### src/hw/rtl/fuvt_pkg.sv
// Shared types and constants of the first unique value tracker.
// Holds the value width, the status codes, the cell entry and the cell control types.
// No dependencies.
`timescale 1ns / 1ps
`default_nettype none

package fuvt_pkg;

  localparam int VALUE_BITS = 8;
  localparam int DEPTH      = 1 << VALUE_BITS;
  localparam int COUNT_BITS = VALUE_BITS + 1;

  typedef logic [VALUE_BITS-1:0] value_t;
  typedef logic [COUNT_BITS-1:0] count_t;

  // Per-value status as kept in the status memory.
  typedef enum logic [1:0] {
    ST_UNSEEN = 2'd0,
    ST_ONCE   = 2'd1,
    ST_DUP    = 2'd2
  } status_t;

  // One queued candidate: its value and whether it has since been seen again.
  typedef struct packed {
    logic   dup;
    value_t value;
  } entry_t;

  // Broadcast control from the sequencer to every cell of the queue.
  typedef struct packed {
    logic   shift;
    logic   append;
    logic   mark;
    value_t value;
  } cell_ctrl_t;

  typedef enum logic [1:0] {
    S_IDLE,
    S_EVAL,
    S_PRUNE,
    S_EMIT
  } state_t;

endpackage

`default_nettype wire

### src/hw/rtl/fuvt_cell.sv
// One cell of the candidate queue chain.
// Shifts towards the head, takes an appended value, or marks itself duplicated.
// Depends on fuvt_pkg.
`timescale 1ns / 1ps
`default_nettype none

module fuvt_cell (
  input  wire logic                clk,
  input  wire fuvt_pkg::cell_ctrl_t ctrl,
  input  wire logic                sel,
  input  wire fuvt_pkg::entry_t    from_next,
  output fuvt_pkg::entry_t         entry
);

  fuvt_pkg::entry_t entry_r;
  fuvt_pkg::entry_t entry_nxt;

  always_comb begin
    entry_nxt = entry_r;
    if (ctrl.shift) begin
      entry_nxt = from_next;
    end else if (ctrl.append && sel) begin
      entry_nxt.value = ctrl.value;
      entry_nxt.dup   = 1'b0;
    end else if (ctrl.mark && (entry_r.value == ctrl.value)) begin
      entry_nxt.dup = 1'b1;
    end
  end

  always_ff @(posedge clk) begin
    entry_r <= entry_nxt;
  end

  assign entry = entry_r;

endmodule

`default_nettype wire

### config.mk
export PLATFORM = sky130hd
export DESIGN_NAME = fuvt_cell
export DESIGN_NICKNAME = d
export VERILOG_FILES = /design/src/hw/rtl/fuvt_pkg.sv /design/src/hw/rtl/fuvt_cell.sv
export SDC_FILE = /design/constraint.sdc
export NUM_CORES = 1
export LEC_CHECK = 0
export BUFFER_PORTS_ARGS = -buffer_cell sky130_fd_sc_hd__buf_4
export CAP_MARGIN = 20
export CORE_UTILIZATION = 35
export DETAILED_ROUTE_END_ITERATION = 6
export PLACE_DENSITY = 0.71
export SLEW_MARGIN = 5
export SYNTH_ARGS = -nofsm -noshare
export SYNTH_HDL_FRONTEND = slang
export SYNTH_SLANG_ARGS = --single-unit
### constraint.sdc
create_clock -name clk -period 1.3 [get_ports clk]
set_input_delay 0.26 -clock clk [delete_from_list [all_inputs] [get_ports clk]]
set_output_delay 0.26 -clock clk [all_outputs]
set_load 0.05 [all_outputs]
Yosys cells after proc, flatten, opt, wreduce, memory -nomap -nowiden
Index checks and enable logic that the tools add are counted.
W data, S select, Z words.
- bits of input ports: 22
- bits in registers: 9
- word-level logic and storage cells: 11
- equal/unequal tests: 1
- reductions and logical operators: 4
- muxes and demuxes: 4
- operators with widths (cell ; count):
    $mux W9 ; 1
    $eq A8 B8 Y1 ; 1
    $mux W8 ; 1
    $reduce_bool A3 Y1 ; 1
    $logic_and A1 B1 Y1 ; 2
    $mux W1 ; 2
    $reduce_bool A2 Y1 ; 1

Longest topological paths before layout
- depth after elaboration: 5
- depth in mapped cells: 4
- gate-level depth less buffers: 3

Worst setup path after synthesis
Ideal clock, no wire load.
- path type: register to register
- start: reg entry_r (netlist bit entry[3])
- end: reg entry_r (netlist bit entry[8]), enable pin
- arrival time: 1.290 ns
- path slack: -0.283 ns
- data required time: 1.007 ns
- stages on the path, launching flop included: 4
- buffers on the path: 0
- cells stage by stage: edfxtp_1 > xor2_1 > nor4_2 > a41o_1
- longest elaborated chain between the ends: 3
- RTL lines (what ; line ; source):
    from (decl) ; fuvt_cell.sv:15 ; fuvt_pkg::entry_t entry_r;
    from (signal assigned) ; fuvt_cell.sv:31 ; entry_r <= entry_nxt;
    $eq A8 B8 Y1 ; fuvt_cell.sv:25 ; end else if (ctrl.mark && (entry_r.value == ctrl.value)) begin
    $logic_and A1 B1 Y1 ; fuvt_cell.sv:25 ;
    $reduce_bool A3 Y1 (no line) ; -- ;
No other way between the ends.
A chain may end at the register's enable or synchronous reset.

Worst setup path in the final report
- start: reg entry_r (netlist bit entry[6])
- end: reg entry_r (netlist bit entry[8]), enable pin
The elaborated chain is that of the path after synthesis.

==> reports/qor.yml <==
die_x_microns: 39
r2r_end: "entry[8]"
ys_seq_area_frac: 0.564
finalHoldViolations: 0
worstSkewPairLatency_ns: 0.27
r2r_cells: 3
dp_hpwl_microns: 764
critPathSlowestCell: "edfxtp_1"
yosys.area.top_type: "edfxtp_1"
largest_reg_flops: 9
fin_nets: 93
synth.distinct_cells: 11
synth_top_area_frac: 0.564
path_class: "reg2reg"
grtUsageTotal: 0.155
antenna_cells: 0
dieHeight_microns: 39
wl_per_cell_microns: 11.5
violations: "negative setup slack"
worstPathArrival_ns: 1.29
max_clock_freq_mhz: 768
drv_cap: 0
async_flop_share: 0
cts.clk_slew.worst_paths_ns: 0.07
grt_pass1_vias: 372
start_util: 0.404
antenna_found_initial: 0
hold_class: "in2reg"
cp.required_ns: 1.29
synth_nets: 55
multi_input_area_sq_um: 200
clock_path_buffers: 2
coreArea_sq_um: 1190
htreeDepth: 1
drt-pass1-iter-count: 2
finClkSkew_ns: 0.00662
cts-root-buf: "clkbuf_4"
synth_cells: 33
grt.overflow.total: 0
total_power_mw: 0.902
cts.repair.resized: 0
synthTopCellsByArea: "edfxtp_1 (56%), mux2_2 (19%), xor2_1 (13%)"
viasPerCell: 4.61
r2r_slack_ns: -0.001
crit_fanout: 2
max_stage_delay_ns: 0.41
ir_drop_uv: 566
tightest_slew_ns: 0.193
drive_above_1_share: 0.671
hp-start: "from_next[8]"
synth_edf_count: 9
placementRows: 12
syn_to_final_growth_pct: 61.6
first_iter_violations: 5
yosys_warnings: 0
tritoncts: "built"
antenna_left: 0
relSlewSlack: 0.871
power_per_cell_area_nw_per_um2: 1170
drc_errors: 0
gp_congestion: 0.646
worstSetupEndpointType: "flip-flop"
rsz0062_at_grt: "yes"
synthTopCellsByCount: "edfxtp_1 (9), mux2_2 (8), xor2_1 (7)"
io_buffer_count: 30
worstHoldPathCells: 3
cts_sinks: 9
setup-tns-final_ns: -0.00133
fin_ws_ns: -0.00133
nFillCells: 108
via_count: 387
ios: 31
post_synth.cell_area_avg_sq_um: 14.5
p_leak_nw: 0.353
grt_pass1_wl_microns: 1530
reg2reg_from: "entry[6]"
slew_violations: 0
finalSetupViolCount: 1
syn-cell-area_sq_um: 479
die-area_sq_um: 1520
synth_ff_type: "edfxtp_1"
min_to: "entry[8]"
routed_wl_microns: 964
grt_max_degree: 11
regArea_sq_um: 270
ys_ff_latch: 9
cts_hold_buf: 0
startpoint_type: "flip-flop"
post-route-min-period_ns: 1.30
numCtsBuffers: 3
status: "complete, but fails checks"
synth_most_common_cell: "edfxtp_1"
finalCritPeriodShare: 1.00
path_cells: "xor2_1, nor4_2, a41o_1"
-- where the power goes --
group | internal (mW) | total, mW | switching [mW]
Combinational | 0.131 | 0.304 | 0.173
Sequential | 0.359 | 0.379 | 0.0200
Clock | 0.114 | 0.219 | 0.106
-- cells by family (layout without fill, tap and decap cells) --
kind of cell | Yosys count | in the layout | synth area share
buffers and inverters | 2 | 39 | 0.0183
AOI/OAI and AO/OA | 2 | 2 | 0.0313
xor gates and xnor gates | 8 | 8 | 0.146
and+or+nand+nor | 4 | 4 | 0.0522
DFF | 9 | 9 | 0.564
muxes | 8 | 8 | 0.188
-- layer usage --
metal | up-vias | routed length [microns] | track usage
li1 | 196 | - | -
met1 | 170 | 393 | 0.188
met2 | 19 | 479 | 0.238
met3 | 2 | 71 | 0.0405
met4 | 0 | 19 | 0.103
met5 | - | 0 | 0
-- worst max path at each step --
stage | startpoint | to | slack (ns)
global placement | ctrl[6] | entry[8] | 0.03
finish | entry[6] | entry[8] | -0.001
detailed placement | entry[6] | entry[8] | -0.02
floorplan | entry[6] | entry[8] | -0.27
global route | entry[6] | entry[8] | -0.06
CTS | entry[3] | entry[8] | -0.02
-- through the flow --
stage,instance area [sq um],util,std cells,setup slack [ns],hold slack [ns]
after global routing,774,0.653,84,-0.0554,0.291
after CTS,767,0.647,83,-0.0205,0.285
after floorplan,479,-,33,-0.267,0.447
final,774,0.653,84,-0.00133,0.294
after detailed placement,732,0.617,78,-0.0155,0.568
after global placement,732,0.617,78,0.0315,0.547
-- final cells by class --
cell class	instances	share of cell area
flip-flops and latches	9	0.349
repair buffers	34	0.330
multi-input cells	22	0.258
clock buffers	3	0.0291
well taps	14	0.0226
clock inverters	1	0.00646
inverters	1	0.00485
-- timing repair --
item                       in CTS  in global routing
pin swaps                       3                  2
setup endpoints to repair       1                  1
buffers inserted                1                  1
-- cell usage in the layout (no fill, tap or decap) --
cell and instances:
a21oi_1 1, a41o_1 1, buf_4 34, clkbuf_4 3
clkinv_2 1, edfxtp_1 9, inv_1 1, mux2_2 8
nand2_1 2, nor3_1 1, nor4_2 1, xnor2_1 1
xor2_1 7
-- critical path, delay by kind of cell, from the launching register on --
family          cells  cell delay (ns)
flops               1             0.41
simple gates        1             0.26
compound gates      1             0.19
xor+xnor            1             0.17
Note: power is estimated with default switching activity, not from simulation.
