<file path="src/hw/rtl/fuvt_pkg.sv">
// Shared types and constants of the first unique value tracker.
// Holds the value width, the status codes, the cell entry and the cell control types.
// No dependencies.
`timescale 1ns / 1ps
`default_nettype none

package fuvt_pkg;

  localparam int VALUE_BITS = 8;
  localparam int DEPTH      = 1 << VALUE_BITS;
  localparam int COUNT_BITS = VALUE_BITS + 1;

  typedef logic [VALUE_BITS-1:0] value_t;
  typedef logic [COUNT_BITS-1:0] count_t;

  // Per-value status as kept in the status memory.
  typedef enum logic [1:0] {
    ST_UNSEEN = 2'd0,
    ST_ONCE   = 2'd1,
    ST_DUP    = 2'd2
  } status_t;

  // One queued candidate: its value and whether it has since been seen again.
  typedef struct packed {
    logic   dup;
    value_t value;
  } entry_t;

  // Broadcast control from the sequencer to every cell of the queue.
  typedef struct packed {
    logic   shift;
    logic   append;
    logic   mark;
    value_t value;
  } cell_ctrl_t;

  typedef enum logic [1:0] {
    S_IDLE,
    S_EVAL,
    S_PRUNE,
    S_EMIT
  } state_t;

endpackage

`default_nettype wire

</file>
<file path="src/hw/rtl/fuvt_status_mem.sv">
// Status memory of the tracker: one status code per possible value.
// Registered read, one write port, per-entry valid bits cleared at reset.
// Depends on fuvt_pkg.
`timescale 1ns / 1ps
`default_nettype none

module fuvt_status_mem (
  input  wire logic              clk,
  input  wire logic              rst_n,
  input  wire logic              rd_en,
  input  wire fuvt_pkg::value_t  rd_addr,
  output fuvt_pkg::status_t      rd_status,
  input  wire logic              wr_en,
  input  wire fuvt_pkg::value_t  wr_addr,
  input  wire fuvt_pkg::status_t wr_status
);

  fuvt_pkg::status_t             mem [fuvt_pkg::DEPTH];
  logic [fuvt_pkg::DEPTH-1:0]    vld_r;
  fuvt_pkg::status_t             rd_data_r;
  logic                          rd_vld_r;

  always_ff @(posedge clk) begin
    if (wr_en) begin
      mem[wr_addr] <= wr_status;
    end
    if (rd_en) begin
      rd_data_r <= mem[rd_addr];
    end
  end

  always_ff @(posedge clk) begin
    if (!rst_n) begin
      vld_r    <= '0;
      rd_vld_r <= 1'b0;
    end else begin
      if (wr_en) begin
        vld_r[wr_addr] <= 1'b1;
      end
      if (rd_en) begin
        rd_vld_r <= vld_r[rd_addr];
      end
    end
  end

  // An entry never written reads as unseen.
  assign rd_status = rd_vld_r ? rd_data_r : fuvt_pkg::ST_UNSEEN;

endmodule

`default_nettype wire

</file>
<file path="config.mk">
export PLATFORM = sky130hd
export DESIGN_NAME = fuvt_status_mem
export DESIGN_NICKNAME = d
export VERILOG_FILES = /design/src/hw/rtl/fuvt_pkg.sv /design/src/hw/rtl/fuvt_status_mem.sv
export SDC_FILE = /design/constraint.sdc
export NUM_CORES = 1
export LEC_CHECK = 0
export BUFFER_PORTS_ARGS = -buffer_cell sky130_fd_sc_hd__buf_2
export CORE_MARGIN = 10
export CORE_UTILIZATION = 55
export DETAILED_ROUTE_END_ITERATION = 12
export PLACE_DENSITY = 0.81
export SETUP_SLACK_MARGIN = 0.4
export SYNTH_ARGS = -nofsm -noshare
export SYNTH_HDL_FRONTEND = slang
export SYNTH_SLANG_ARGS = --single-unit
export TNS_END_PERCENT = 100
</file>
<file path="constraint.sdc">
create_clock -name clk -period 2.7 [get_ports clk]
set_input_delay 0 -clock clk [delete_from_list [all_inputs] [get_ports clk]]
set_output_delay 0 -clock clk [all_outputs]
set_load 0.02 [all_outputs]
</file>
After elaboration in Yosys (flattened, before gate mapping)
Memory sizes are Yosys's and may differ from the RTL's. A register that Yosys moved wholly into a read port is not among the register bits.
Index checks and enable logic that the tools add are counted.
{ "totals": {"reg_bits": 257, "ramBits": 512, "inputBits": 22, "out_inout_bits": 2, "wordCells": 15, "memories": 1} }
{ "op_classes": {"order_cmp": 3, "mux": 7, "bitwise_logic": 1, "n_reduce_logical": 1} }
{ "memory_table": {"columns": ["name", "words", "width", "rd", "rd_ports_with_merged_regs", "write_ports", "line", "source"], "rows": [
  ["mem", 256, 2, 1, 1, 1, "fuvt_status_mem.sv:18", "fuvt_pkg::status_t mem [fuvt_pkg::DEPTH];"]
]} }
{ "ops": {"columns": ["cell", "count"], "rows": [
  ["$or 256x256->256", 1],
  ["$lt 8x9->1 const B", 2],
  ["$bmux 1 s8", 1],
  ["$demux 1 s8", 1],
  ["$ge 8x1->1 const B", 1],
  ["$mux 1", 4],
  ["$mux 2", 1],
  ["$logic_and 1x1->1", 1]
]} }

Depth between registers and ports, before layout
Gate-level depths: netlist of the first run.
{ "depth": {"depth_word": 5, "mapped_depth": 11, "mapped_depth_nobuf": 6} }

Worst setup path before layout of the first run
No wires, ideal clock.
{ "synth_timing": {"path_kind": "in2reg", "startpoint": "in rd_addr[0]", "endpoint": "reg rd_data_r[0] (read register of mem) (data pin)", "arrival_ps": 1678, "required_ps": 2436, "path_slack_ps": 758, "cell_stages": 9, "path_buffers": 3, "path_cell_list": "buf_6 buf_6 buf_2 mux4_2 a22oi_1 nand2_1 a211o_1 nand3_1 nand4_1"} }
{ "synth_lines": {"columns": ["element", "line", "source"], "rows": [
  ["start: declaration", "fuvt_status_mem.sv:11", "input wire fuvt_pkg::value_t rd_addr,"],
  ["end: declaration", "fuvt_status_mem.sv:20", "fuvt_pkg::status_t rd_data_r;"]
]} }

==> results by group, run 1 <==
CTS
  • Number of clock sinks: 771
  • Max H-tree Level: 3
  • Total CTS buffers: 75
  • CTS Root Cell: clkbuf_16
  • TritonCTS clock tree: yes
  • Worst-Skew Late Latency: 600 ps
  • Clk pin slew, worst setup/hold paths: roughly 60 ps
  • Clock buffer depth: 3

Setup path
  • Reg2reg end: rd_data_r[1]$_DFFE_PP_
  • Setup crit end kind: register
  • Worst R2R Path Depth: 6
  • Req. time, crit path: 3050 ps
  • Crit path from: mem[26][1]$_DFFE_PP_
  • Worst path max stage delay: 500 ps
  • Top Family by Delay on Critical Path: compound AO/OA/AOI/OAI gates
  • Bufs and invs on worst path: 0
  • Critical Path Sink: rd_data_r[1]$_DFFE_PP_
  • Crit path depth: 6
  • CP Launch Type: register
  • Crit path max-delay cell type: mux4_2
  • Worst Path Max Fanout: 1
  • Critical path cell sequence: mux4_2 > a22o_1 > a221oi_2 > o211ai_1 > nand3_2 > nand4_1
  • Worst r2r src: mem[26][1]$_DFFE_PP_
  • R2R setup slack: 460 ps
  • Worst EP arrival: 2590 ps
  • Crit path kind: register to register

STA
  • Final hold violation count: 0
  • RSZ-0062 raised after global routing: no
  • PnR worst setup slack: 455 ps
  • Final Cycle Share: 0.831
  • Min cycle time layout: about 2200 ps
  • Post-route setup TNS: 0 ps
  • Slew of the pin with the lowest slew margin: 1060 ps
  • Clock Skew: 15.9 ps
  • Max-slew violations: 0
  • F_max: 446 MHz
  • Setup-failing EPs final: 0
  • Slew HR: 0.296

Detailed routing
  • WL/cell: 26.9 um
  • Routed wire length: 72.4 mm
  • Via count: 17800
  • Residual DRC: 0
  • Initial drt markers: 1888
  • Via density: between 6 and 7
  • Routed Antenna Nets: 0
  • First-pass DRT Iterations: 6

Yosys
  • Synthesis-stage register bit count: 771
  • Async SR Flop Fraction: 0
  • Synth unique cells: 45
  • Post-synthesis net count: 1916
  • Synth Area per Inst: 16.0 um2
  • Top FF cell, synth: edfxtp_1
  • Sequential share of the synthesized area: 0.680
  • Synthesis Warnings: 0
  • Mapped Area: 30300 um2
  • Number of synthesized flops with an enable pin: slightly above 500
  • Cells after Synth: 1894

Floorplan
  • Height of the die: 255 um
  • I/O pin total: 24
  • Die Footprint: 64800 um2
  • Die Wd: 255 um
  • Initial Util: 0.559
  • Row cnt: 85
  • Core area: 54100 um2

Global route
  • Global-route wire length before repair: 111 mm
  • GR Overflow Total: 0
  • Vias in the first global route: 18300
  • Largest net degree at the start of global routing: 103
  • Initial antenna violation count: 4
  • GRT Overall Usage: 0.226

Placement
  • Placed wire-length estimate: ~45 mm
  • Global placement routability congestion: 0.849
  • PortBufs: 23
  • Placement Setup Slack: 221 ps

Power
  • Int Pwr: 18.9 mW
  • Pleak: ~11 nW
  • Sequential group share of total power: 0.527
  • Switch Pwr: 5.04 mW
  • Gate power share: 0.050
  • Pwr Density: approximately 700 nW/um2
  • Switching share of power: 0.210
  • Final Total Pwr: 23.9 mW
  • Clk pwr share: 0.423
  • VDD IR max: 0.447 mV

Layout
  • Area Overhead vs Synth: 11.8%
  • Layout cells sized above 1: 0.201
  • Layout Nets: 1961

Min path
  • Min-Delay Path Class: primary input to register

Status
  • Status: complete, no violations

Flow run
  • Max-cap violations: 0
[power by group through the flow]
stage                     registers [mW]  clock network (mW)  logic [mW]
final                               12.6                10.1        1.21
after detailed placement            12.9                   0        1.17
after global routing                12.6                10.7        1.27
after floorplan                     12.9                   0       0.697
after CTS                           12.6                10.2        1.19
after global placement              12.9                   0        1.14
[cell usage in the layout (no fill, tap or decap), types with 3 or more instances in the layout]
master,n
a211o_1,8
a211oi_1,11
a21oi_1,11
a221oi_2,8
a22o_1,32
a22oi_1,34
a31oi_1,3
and2_1,4
buf_12,16
buf_2,18
buf_4,62
bufinv_16,4
clkbuf_1,28
clkbuf_16,79
clkbuf_8,6
clkinv_1,8
clkinv_2,10
dfxtp_1,257
diode_2,3
dlygate4sd3_1,5
edfxtp_1,514
mux2i_1,19
mux4_2,184
nand2_1,32
nand2b_1,3
nand3_1,23
nand4_1,12
nor2_1,269
nor2b_1,14
nor3_1,7
nor4_1,4
o211ai_1,9
o21a_1,256
o21ai_0,10
o21ai_1,3
o221ai_1,4
o22ai_1,4
[cells in the mapped netlist (2+ instances only)]
cell,count,share of area
buf_12,3,0.0020
a22o_1,32,0.0093
nand2_1,32,0.0040
buf_2,24,0.0040
nor2b_1,16,0.0033
clkbuf_1,88,0.011
mux2i_1,19,0.0063
o21ai_0,10,0.0017
nor2_1,270,0.033
and2_1,4,0.00083
edfxtp_1,514,0.51
nand4_1,12,0.0025
buf_1,3,0.00037
nor3_1,7,0.0012
o211ai_1,9,0.0022
mux4_2,184,0.14
o22ai_1,4,0.00083
inv_1,2,0.00025
o21ai_1,3,0.00050
a31oi_1,3,0.00062
o21a_1,256,0.064
nand3_1,25,0.0041
buf_6,13,0.0048
a211oi_1,11,0.0027
buf_4,6,0.0015
dfxtp_1,257,0.17
nor4_1,4,0.00083
mux2_2,2,0.00074
a21oi_1,11,0.0018
a311oi_1,2,0.00058
nand3b_1,2,0.00050
o221ai_1,4,0.0012
nand2b_1,3,0.00062
a221oi_1,8,0.0023
a211o_1,8,0.0023
a22oi_1,34,0.0084
[how the worst min path moves through the flow]
stage / from / endpoint / slack [ps] / depth (start not counted)
floorplan: wr_status[0] / mem[0][0]$_DFFE_PP_ / 100 / 0
global placement: rd_en / rd_data_r[0]$_DFFE_PP_ / 290 / 1
detailed placement: rd_en / rd_data_r[0]$_DFFE_PP_ / 300 / 1
CTS: rd_addr[6] / rd_data_r[0]$_DFFE_PP_ / 30 / 4
global route: rst_n / vld_r[32]$_SDFFE_PN0P_ / 50 / 2
finish: rst_n / vld_r[32]$_SDFFE_PN0P_ / 10 / 2
[cell type report]
| type | instances | area, um2 |
|---|---|---|
| Timing Repair Buffer | 106 | 991 |
| Multi-Input combinational cell | 983 | 9030 |
| Fill cell | 3608 | 20300 |
| Clock buffer | 111 | 2140 |
| Sequential cell | 771 | 20600 |
| Antenna cell | 3 | 7.51 |
| Clock inverter | 24 | 218 |
| Inverter | 2 | 7.51 |
| Tap cell | 696 | 871 |
[layer usage]
layer	up-vias	part of all wire	global-route usage
li1	7495	-	-
met2	992	0.50	0.379
met4	2	0.038	0.0860
met3	205	0.095	0.0460
met5	-	0.00018	0
met1	9119	0.37	0.288
[repair_timing]
action                                 in CTS  in global routing
endpoints found under the hold margin     175                  0
buffers inserted                            0                  0
resized for setup                           3                  7
hold buffers                                5                  0
setup endpoints to repair                   2                  2
pin swaps                                   0                  1
[metrics by stage]
stage          instances  hold slack (ps)  utilization  area, um2
3_3_place_gp        2553              295        0.579      31400
6_report            2696             11.3        0.625      33800
2_1_floorplan       1894             98.9            -      30300
5_1_grt             2695             54.9        0.625      33800
3_5_place_dp        2553              304        0.579      31400
4_1_cts             2693             26.9        0.624      33800
[flip-flops by register name, summed over array words and instances, names as in the netlist]
signal,count
mem,512
vld_r,256
rd_data_r,2
rd_vld_r,1
[cell families (layout without fill, tap and decap cells)]
kind of cell | after synthesis | count (layout) | share of synthesized area
other | 0 | 3 | 0
buffers and inverters | 140 | 243 | 0.0243
AND/OR/NAND/NOR | 378 | 378 | 0.0521
multiplexers | 205 | 205 | 0.144
AO/OA/AOI/OAI | 400 | 400 | 0.0996
flip-flops | 771 | 771 | 0.680
No activity file was read; power rests on OpenSTA's default activity.
==> run 2: changes to the inputs <==
==> constraint.sdc (replaced) <==
create_clock -name clk -period 2.2 [get_ports clk]
set_input_delay 0 -clock clk [delete_from_list [all_inputs] [get_ports clk]]
set_output_delay 0 -clock clk [all_outputs]
set_load 0.02 [all_outputs]
==> run 2 against run 1 <==
Clock power up 30%; largest power group unchanged; count of clock-buffer cells in the layout increased by 2; combinational power up 26%; flip-flop and latch count is the same; clock skew decreased by 1.9 ps; setup slack got worse by 290 ps; final area is 1.6% higher; sequential power grew 23%.
==> results by group, run 2 (synthesis gave the netlist of run 1 again) <==
Status
  • Status: complete, no violations

Layout
  • Final instance area: 34400 um2 (+1.6%)
  • Util after Layout: 0.635 (+0.0100)
  • Layout cells sized above 1: 0.223 (+0.0224)
  • Largest Register: mem
  • Layout Nets: 1994 (+1.7%)
  • Fill cell count: 3541 (-1.9%)
  • Most common cell after layout, fill and taps aside: edfxtp_1
  • Biggest registers after layout: mem (512), vld_r (256), rd_data_r (2)
  • Most frequent cells in the layout: edfxtp_1 (514), nor2_1 (269), dfxtp_1 (257), o21a_1 (256), mux4_2 (184)
  • Post-route insts no fill: 2730 (+1.3%)
  • Number of flip-flops in the largest register: 512 (unchanged)
  • Diode count: 0 (-3)
  • Area Overhead vs Synth: 13.6%

Power
  • Pwr Density: 875 nW/um2 (+24%)
  • VDD IR max: 0.462 mV (+3.4%)
  • Pleak: 11.3 nW (+2.4%)

Setup path
  • Top Family by Delay on Critical Path: compound AO/OA/AOI/OAI gates
  • Worst r2r src: mem[25][0]$_DFFE_PP_
  • Critical Path Sink: rd_data_r[0]$_DFFE_PP_
  • Crit path from: mem[25][0]$_DFFE_PP_
  • Worst EP arrival: 2380 ps (-210 ps)
  • Bufs and invs on worst path: 0 (unchanged)
  • Worst R2R Path Depth: 6 (unchanged)
  • Req. time, crit path: 2540 ps (-510 ps)
  • Crit path depth: 6 (unchanged)
  • Critical path cell sequence: mux4_2 > a22o_1 > a221oi_2 > o211ai_1 > nand3_2 > nand4_1
  • CP Launch Type: register
  • R2R setup slack: 170 ps (-290 ps)
  • Setup crit end kind: register
  • Reg2reg end: rd_data_r[0]$_DFFE_PP_
  • Worst path max stage delay: 470 ps (-30 ps)
  • Worst Path Max Fanout: 1 (unchanged)
  • Crit path kind: register to register
  • Crit path max-delay cell type: mux4_2

Global route
  • Vias in the first global route: 18200 (-0.62%)
  • Global-route wire length before repair: 110 mm (-0.81%)
  • Initial antenna violation count: 1 (-3)
  • Largest net degree at the start of global routing: 127 (+23%)
  • GR Overflow Total: 0 (unchanged)
  • GRT Overall Usage: 0.225 (-0.00151)

STA
  • Slew HR: 0.157 (-0.140)
  • Slew of the pin with the lowest slew margin: 1260 ps (+206 ps)
  • RSZ-0062 raised after global routing: yes
  • F_max: 492 MHz (+10%)
  • Final hold violation count: 0 (unchanged)
  • Setup-failing EPs final: 0 (unchanged)
  • Final Cycle Share: 0.924 (+0.0926)
  • Clock Skew: 14.0 ps (-1.94 ps)
  • Max-slew violations: 0 (unchanged)
  • Min cycle time layout: 2030 ps (-212 ps)

Floorplan
  • Die Wd: 255 um (unchanged)
  • Height of the die: 255 um (unchanged)
  • Row cnt: 85 (unchanged)
  • Initial Util: 0.559 (unchanged)
  • I/O pin total: 24 (unchanged)
  • Die Footprint: 64800 um2 (unchanged)
  • Core area: 54100 um2 (unchanged)

Detailed routing
  • Routed Antenna Nets: 0 (unchanged)
  • WL/cell: 26.5 um (-1.4%)
  • Via density: 6.55 (-0.85%)
  • Via count: 17900 (+0.40%)
  • Residual DRC: 0 (unchanged)
  • Initial drt markers: 2112 (+12%)
  • Routed wire length: 72.3 mm (-0.18%)
  • First-pass DRT Iterations: 6 (unchanged)

Placement
  • Placed Cells: 2585 (+1.3%)
  • PortBufs: 23 (unchanged)
  • Placed wire-length estimate: 44.7 mm (-0.70%)
  • DP Area: 31700 um2 (+1.2%)
  • Global placement routability congestion: 0.870 (+2.5%)

CTS
  • Worst-Skew Late Latency: 600 ps (about the same)
  • Total CTS buffers: 75 (unchanged)
  • Number of clock sinks: 771 (unchanged)
  • Max H-tree Level: 3 (unchanged)
  • Clk pin slew, worst setup/hold paths: 60 ps (about the same)
  • TritonCTS clock tree: yes
  • Post-CTS Setup Bufs: 0 (unchanged)
  • Clock buffer depth: 3 (unchanged)
  • CTS Root Cell: clkbuf_16

Min path
  • Min-Delay Path Class: primary input to register
  • HP Start: rd_addr[6]

Flow run
  • Max-cap violations: 0 (unchanged)
-- run 2: cell count changes in the layout (fill, tap and decap cells not counted), sizes merged --
cell         change
diode            -3
buf             +32
bufinv           +1
clkinv           -2
clkbuf           +2
dlygate4sd3      +1
inv              -1
clkinvlp         +4
-- run 2: how the worst min path moves through the flow --
| stage | slack, ps | cells after the start | endpoint |
|---|---|---|---|
| final | 50 | 4 | rd_vld_r$_SDFFE_PN0P_ |
| after global routing | 40 | 3 | rd_data_r[1]$_DFFE_PP_ |
| after CTS | 10 | 3 | rd_data_r[0]$_DFFE_PP_ |
| after detailed placement | 320 | 1 | rd_data_r[0]$_DFFE_PP_ |
| after global placement | 320 | 1 | rd_data_r[1]$_DFFE_PP_ |
| after floorplan | 100 | 0 | mem[0][0]$_DFFE_PP_ |
-- run 2: report_power, final --
group	internal, mW	switching, mW	leakage (nW)
Combinational	0.592	0.936	3.34
Sequential	15.5	0.0126	6.69
Clock	7.78	5.30	1.24
Total	23.8	6.25	11.3
-- run 2: routing by layer --
metal	vias to the layer above	share of wire	routed length (um)	global-route usage
met5	-	0.000097	7	0
met4	2	0.039	2830	0.0966
met3	185	0.097	7010	0.0419
met2	1016	0.50	35800	0.372
met1	9126	0.37	26600	0.288
li1	7555	-	-	-
-- run 2: what timing repair did --
item,in CTS,in global routing
endpoints found under the hold margin,158,0
hold buffers,6,0
pin swaps,13,6
endpoints found under the setup margin,3,3
gates resized for setup,10,1
-- run 2: cell type report --
| cell class | count | area [um2] | area share |
|---|---|---|---|
| tap | 696 | 871 | 0.0253 |
| clock buffer | 113 | 2280 | 0.0663 |
| sequential | 771 | 20600 | 0.599 |
| inverter | 2 | 7.51 | 0.000218 |
| multi-input combinational | 983 | 9070 | 0.264 |
| timing repair buffer | 139 | 1320 | 0.0383 |
| clock inverter | 26 | 262 | 0.00761 |
-- run 2: worst reg2reg max path, stage by stage, from the launching register on --
cell,delay [ps]
edfxtp_1,400
mux4_2,470
a22o_1,270
a221oi_2,260
o211ai_1,140
nand3_2,160
nand4_1,90
-- run 2: per-stage QoR --
step	power [mW]	setup TNS (ps)	hold WS [ps]	setup WS [ps]
final	30.1	0	50.7	167
after detailed placement	17.3	-259	321	-112
after global placement	17.2	-181	318	-108
after floorplan	16.7	0	98.9	394
after CTS	30.2	0	12.2	184
after global routing	30.8	0	43.9	80.8
